## src/hw/rtl/chd_pkg.sv

```systemverilog
// ============================================================================
// Canonical Huffman bit decoder package
// Shared constants, function and status codes, and payload types.
// ============================================================================
package chd_pkg;

    localparam int CHD_MAX_CODE_LEN  = 24;
    localparam int CHD_ALPHABET_SIZE = 256;
    localparam int CHD_STORE_DEPTH   = 256;
    localparam int CHD_SYM_W         = 8;
    localparam int CHD_LEN_W         = 5;
    localparam int CHD_CNT_W         = 9;
    localparam int CHD_QUEUE_DEPTH   = 2;
    localparam int CHD_RESET_LEN     = 8;
    localparam int CHD_RESET_COUNT   = 256;

    localparam logic [1:0] FUNC_BEGIN = 2'd0;
    localparam logic [1:0] FUNC_LOAD  = 2'd1;
    localparam logic [1:0] FUNC_BIT   = 2'd2;

    localparam logic [1:0] ST_SYMBOL   = 2'd0;
    localparam logic [1:0] ST_INVALID  = 2'd1;
    localparam logic [1:0] ST_BADLEN   = 2'd2;
    localparam logic [1:0] ST_OVERFLOW = 2'd3;

    typedef enum logic [2:0] {
        OP_BEGIN = 3'b001,
        OP_LOAD  = 3'b010,
        OP_BIT   = 3'b100
    } op_t;

    typedef struct packed {
        logic [1:0]           func;
        logic [CHD_SYM_W-1:0] symbol;
        logic [CHD_LEN_W-1:0] code_length;
        logic                 bit_req;
    } item_t;

    typedef struct packed {
        logic [CHD_SYM_W-1:0] decoded_symbol;
        logic [1:0]           status;
    } result_t;

    typedef struct packed {
        op_t                  op;
        logic [CHD_SYM_W-1:0] symbol;
        logic [CHD_LEN_W-1:0] code_length;
        logic                 bit_req;
        logic                 len_range_bad;
    } cmd_t;

endpackage

```

## src/hw/rtl/chd_queue.sv

```systemverilog
// ============================================================================
// Canonical Huffman bit decoder command queue
// Short FIFO of classified commands between the front end and the back end.
// ============================================================================
module chd_queue
    import chd_pkg::*;
(
    input  logic clk,
    input  logic rst_n,
    input  logic push_valid,
    input  cmd_t push_cmd,
    output logic push_ready,
    output logic pop_valid,
    output cmd_t pop_cmd,
    input  logic pop_ready
);

    localparam int DEPTH = CHD_QUEUE_DEPTH;
    localparam int PW    = (DEPTH > 1) ? $clog2(DEPTH) : 1;
    localparam int CW    = $clog2(DEPTH + 1);

    cmd_t          mem_reg [DEPTH];
    logic [PW-1:0] wr_ptr_reg, wr_ptr_next;
    logic [PW-1:0] rd_ptr_reg, rd_ptr_next;
    logic [CW-1:0] count_reg, count_next;
    logic          do_push, do_pop;

    assign push_ready = (count_reg != CW'(DEPTH));
    assign pop_valid  = (count_reg != '0);
    assign pop_cmd    = mem_reg[rd_ptr_reg];
    assign do_push    = push_valid && push_ready;
    assign do_pop     = pop_valid && pop_ready;

    always_comb
    begin
        wr_ptr_next = wr_ptr_reg;
        rd_ptr_next = rd_ptr_reg;
        count_next  = count_reg;
        if (do_push)
        begin
            wr_ptr_next = (wr_ptr_reg == PW'(DEPTH - 1)) ? '0 : wr_ptr_reg + 1'b1;
        end
        if (do_pop)
        begin
            rd_ptr_next = (rd_ptr_reg == PW'(DEPTH - 1)) ? '0 : rd_ptr_reg + 1'b1;
        end
        if (do_push && !do_pop)
        begin
            count_next = count_reg + 1'b1;
        end
        else if (do_pop && !do_push)
        begin
            count_next = count_reg - 1'b1;
        end
    end

    always_ff @(posedge clk or negedge rst_n)
    begin
        if (!rst_n)
        begin
            wr_ptr_reg <= '0;
            rd_ptr_reg <= '0;
            count_reg  <= '0;
        end
        else
        begin
            wr_ptr_reg <= wr_ptr_next;
            rd_ptr_reg <= rd_ptr_next;
            count_reg  <= count_next;
        end
    end

    always_ff @(posedge clk)
    begin
        if (do_push)
        begin
            mem_reg[wr_ptr_reg] <= push_cmd;
        end
    end

endmodule

```

## config.mk

```make
export PLATFORM = sky130hd
export DESIGN_NAME = chd_queue
export DESIGN_NICKNAME = d
export VERILOG_FILES = /design/src/hw/rtl/chd_pkg.sv /design/src/hw/rtl/chd_queue.sv
export SDC_FILE = /design/constraint.sdc
export NUM_CORES = 1
export LEC_CHECK = 0
export ABC_AREA = 0
export BUFFER_PORTS_ARGS = -buffer_cell sky130_fd_sc_hd__clkbuf_2
export CELL_PAD_IN_SITES_DETAIL_PLACEMENT = 0
export CELL_PAD_IN_SITES_GLOBAL_PLACEMENT = 1
export CORE_ASPECT_RATIO = 0.75
export CORE_MARGIN = 4
export CORE_UTILIZATION = 42
export DETAILED_ROUTE_END_ITERATION = 7
export GPL_TIMING_DRIVEN = 0
export HOLD_SLACK_MARGIN = 0.05
export PLACE_DENSITY_LB_ADDON = 0.1
export SYNTH_ARGS = -nofsm -noshare
export SYNTH_HDL_FRONTEND = slang
export SYNTH_SLANG_ARGS = --single-unit
```

## constraint.sdc

```tcl
create_clock -name clk -period 2 [get_ports clk]
set_input_delay 0.3 -clock clk [delete_from_list [all_inputs] [get_ports clk]]
set_output_delay 0.3 -clock clk [all_outputs]
set_load 0.005 [all_outputs]
```

==> metrics.md <==
| Metric | Value |
|---|---|
| EDFF count, synth | `36` |
| Max reg flops | `36` |
| Cell Count, Final, Fillers Out | `between 150 and 200` |
| Synth Area in Simple Gates | `~2.2%` |
| Ys async rst share | `roughly 10%` |
| Area Overhead vs Synth | `24.3%` |
| Syn Nets | `97` |
| CP Data Arrival Time | `between 1500 and 2000 ps` |
| Per-cell routed wire length | `~14 um` |
| CTS Sinks | `40` |
| Multiplexer share of the synthesized area | `between 10% and 20%` |
| Num rows | `18` |
| Core ar. | `around 0.0034 mm^2` |
| Slew headroom | `approximately two fifths` |
| Crit path kind | `reg -> reg` |
| Fmax | `just under 600 MHz` |
| Count leader, synth | `edfxtp_1` |
| Req. time, crit path | `approximately 1900 ps` |
| Compound-Gate Fraction of Synth Area | `0%` |
| Boundary pin count | `between 40 and 50` |
| Tightest Pin Transition | `883 ps` |
| Seq/Total Area, Yosys | `76.6%` |
| Reg2Reg Depth | `2` |
| Hold Path Depth | `1` |
| GRT busiest layer | `met2` |
| Crit path setup slack, layout | `297 ps` |
| Crit Reg-Reg Startpoint | `count_reg[0]$_DFFE_PN0P_` |
| M1 GR Usage | `around an eighth` |
| Pwr per Cell Area | `1370 mW/mm^2` |
| 1st-iter DRT viols | `25` |
| Area share of fa/ha/maj cells after synthesis | `less than 1%` |
| Ys Warns | `0` |
| Crit-path max cell delay | `about 750 ps` |
| Primary FF master, synth | `edfxtp_1` |
| Final WL | `around 2.4 mm` |
| Multi-input logic area | `329 um^2` |
| Leading area contributor after synthesis | `edfxtp_1` |
| Max Slew Vio Count | `0` |
| Post-synth top cells | `edfxtp_1 (36), mux2_2 (9), mux2_4 (9)` |
| Worst reg-to-reg setup slack | `300 ps` |
| Setup Viol. Count Final | `0` |
| Syn Std Cell Area | `~0.0015 mm^2` |
| Reg clk slew, reported paths | `~70 ps` |
| Sequential cell area | `0.00118 mm^2` |
| Vias in the first global route | `around 830` |
| Placed cells | `between 150 and 200` |
| Yosys cell types | `15` |
| Final period utilization | `~85%` |
| First-pass GRT wire length | `approximately 3.8 mm` |
| Antenna Cells | `0` |
| Num CTS Buffers | `5` |
| Nets | `roughly 150` |
| Synthesized flop and latch total | `40` |
| Via Count | `around 780` |
| Pwr Total | `approximately 0.0026 W` |
| Post-detailed-route count of antenna-violating nets | `0` |
| Critical-path cell list | `nand2b_1 -> and3_1` |
| Clk_lat worst skew | `~280 ps` |
| Total track usage | `between 10% and 20%` |
| Final min period | `around 1700 ps` |
| Avg Cell Area, Syn | `~21 um^2` |
| HP Class | `in -> reg` |
| Grt ovf | `0` |
| Largest family of logic cells by synthesized area | `multiplexers` |
| MaxCap Viol Count | `0` |
| Die footprint | `~0.0047 mm^2` |
| Final Skew | `3.04 ps` |
| Synth top area cells | `edfxtp_1 (70%), mux2_4 (8.8%), mux2_2 (6.6%)` |
| H-tree lvl count | `2` |
| Met3 Use GR | `5.19%` |
| Final core area utilization | `around 56%` |
| Crit-path max FO | `18` |
| Pre-CTS setup slack | `roughly 270 ps` |
| XOR/XNOR Fraction of Synth Area | `2.84%` |
| Share of layout cells above drive strength 1 | `between 50% and 60%` |
| Post-Syn Instances | `74` |
| Maximum vdd ir drop | `about 0.76 mV` |
| Worst R2R End | `mem_reg[1][13]$_DFFE_PP_` |
| Remaining DRCs | `0` |
| Initial antenna violation count | `0` |
| Startpoint Class | `register` |
| Worst-case clock buffer depth | `2` |
| CTS tree | `yes` |
| Filler cells | `278` |
| Final Hold Fails | `0` |
| Static Leak | `0.777 nW` |
| CP max-delay cell | `and3_1` |
| Placer Congestion | `0.605` |
| Starting density of the core | `a little under half` |
| Element type at the critical path end | `register` |
| Worst Hold Launch | `push_cmd[8]` |
| Port-buffer cells | `between 40 and 50` |
| Pin count of the biggest net entering global routing | `19` |
| Placed wire-length estimate | `~1.7 mm` |
| Clock root buffer | `clkbuf_8` |
| Die X | `78.0 um` |
| Hold path endpoint | `mem_reg[1][8]$_DFFE_PP_` |
| Vias/cell | `approximately 4.4` |
| DR pass1 iterations | `4` |
| Die H | `60.5 um` |
| GR Layer Usage met2 | `a little under a fifth` |
| RSZ-0062 raised after global routing | `false` |
| Status | `finished clean` |
| TNS Setup | `0 ps` |
| Top-area cell type share of the netlist area | `between 70% and 80%` |
[logic make-up (layout without fill, tap and decap cells)]
group | after synthesis | in the layout
XOR/XNOR | 5 | 5
adder cells (fa/ha/maj) | 1 | 1
buffers and inverters | 3 | 54
flip-flops | 40 | 40
multiplexers | 18 | 18
AND/OR/NAND/NOR | 7 | 7
[worst max-delay path: cells and delay by family (launching register included)]
kind / cells / cell delay [ps]
DFF: 1 / 410
and+or+nand+nor: 2 / 910
[where the power goes]
| part | leakage [nW] | total (W) | internal [W] | switching, W |
|---|---|---|---|---|
| Clock | 0.0399 | 0.000498 | 0.000243 | 0.000255 |
| Combinational | 0.356 | 0.000906 | 0.000505 | 0.000401 |
| Sequential | 0.381 | 0.00122 | 0.00116 | 0.0000687 |
[routing by layer]
layer  vias to the layer above  share of wire [%]
met5                         -                  0
met4                         0                2.1
met3                         7                7.1
met2                        25                 48
met1                       366                 43
li1                        377                  -
[cell type report]
class | instances | share of cell area, %
Buffer | 2 | 1.63
Clock buffer | 7 | 3.98
Clock inverter | 1 | 0.196
Inverter | 1 | 0.196
Multi-Input combinational cell | 31 | 17.2
Sequential cell | 40 | 61.6
Tap cell | 50 | 3.26
Timing Repair Buffer | 43 | 12.0
[worst max-delay path by stage]
stage	from	end	slack, ps	cells past startpoint
2_1_floorplan	count_reg[0]$_DFFE_PN0P_	mem_reg[0][0]$_DFFE_PP_	180	3
3_3_place_gp	count_reg[0]$_DFFE_PN0P_	mem_reg[0][7]$_DFFE_PP_	-280	3
3_5_place_dp	count_reg[0]$_DFFE_PN0P_	mem_reg[1][7]$_DFFE_PP_	270	2
4_1_cts	count_reg[0]$_DFFE_PN0P_	mem_reg[1][13]$_DFFE_PP_	240	2
5_1_grt	count_reg[0]$_DFFE_PN0P_	mem_reg[1][13]$_DFFE_PP_	130	2
6_report	count_reg[0]$_DFFE_PN0P_	mem_reg[1][13]$_DFFE_PP_	300	2
[per-stage QoR]
stage / area [um^2] / hold slack (ps)
floorplan: 1540 / 4.41
global placement: 1810 / 115
detailed placement: 1830 / 119
CTS: 1920 / 193
global route: 1920 / 187
finish: 1920 / 200
[placed cells by master, fill, tap and decap left out]
master         instances
and3_1                 1
buf_12                 1
buf_6                  1
buf_8                  1
clkbuf_1               2
clkbuf_2              41
clkbuf_8               5
clkinv_1               1
dfrtp_1                4
dlygate4sd3_1          1
edfxtp_1              36
ha_1                   1
inv_1                  1
mux2_2                 9
mux2_4                 9
nand2_1                2
nand2b_1               1
nor2_1                 1
nor2_2                 1
or2_1                  1
xnor2_1                3
xor2_1                 2
[what timing repair did]
item	4_1_cts	5_1_grt
setup endpoints to repair	0	0
hold buffers	1	0
resized for setup	0	0
setup buffers	0	0
hold endpoints to repair	4	0
(Power assumes the default switching activity.)
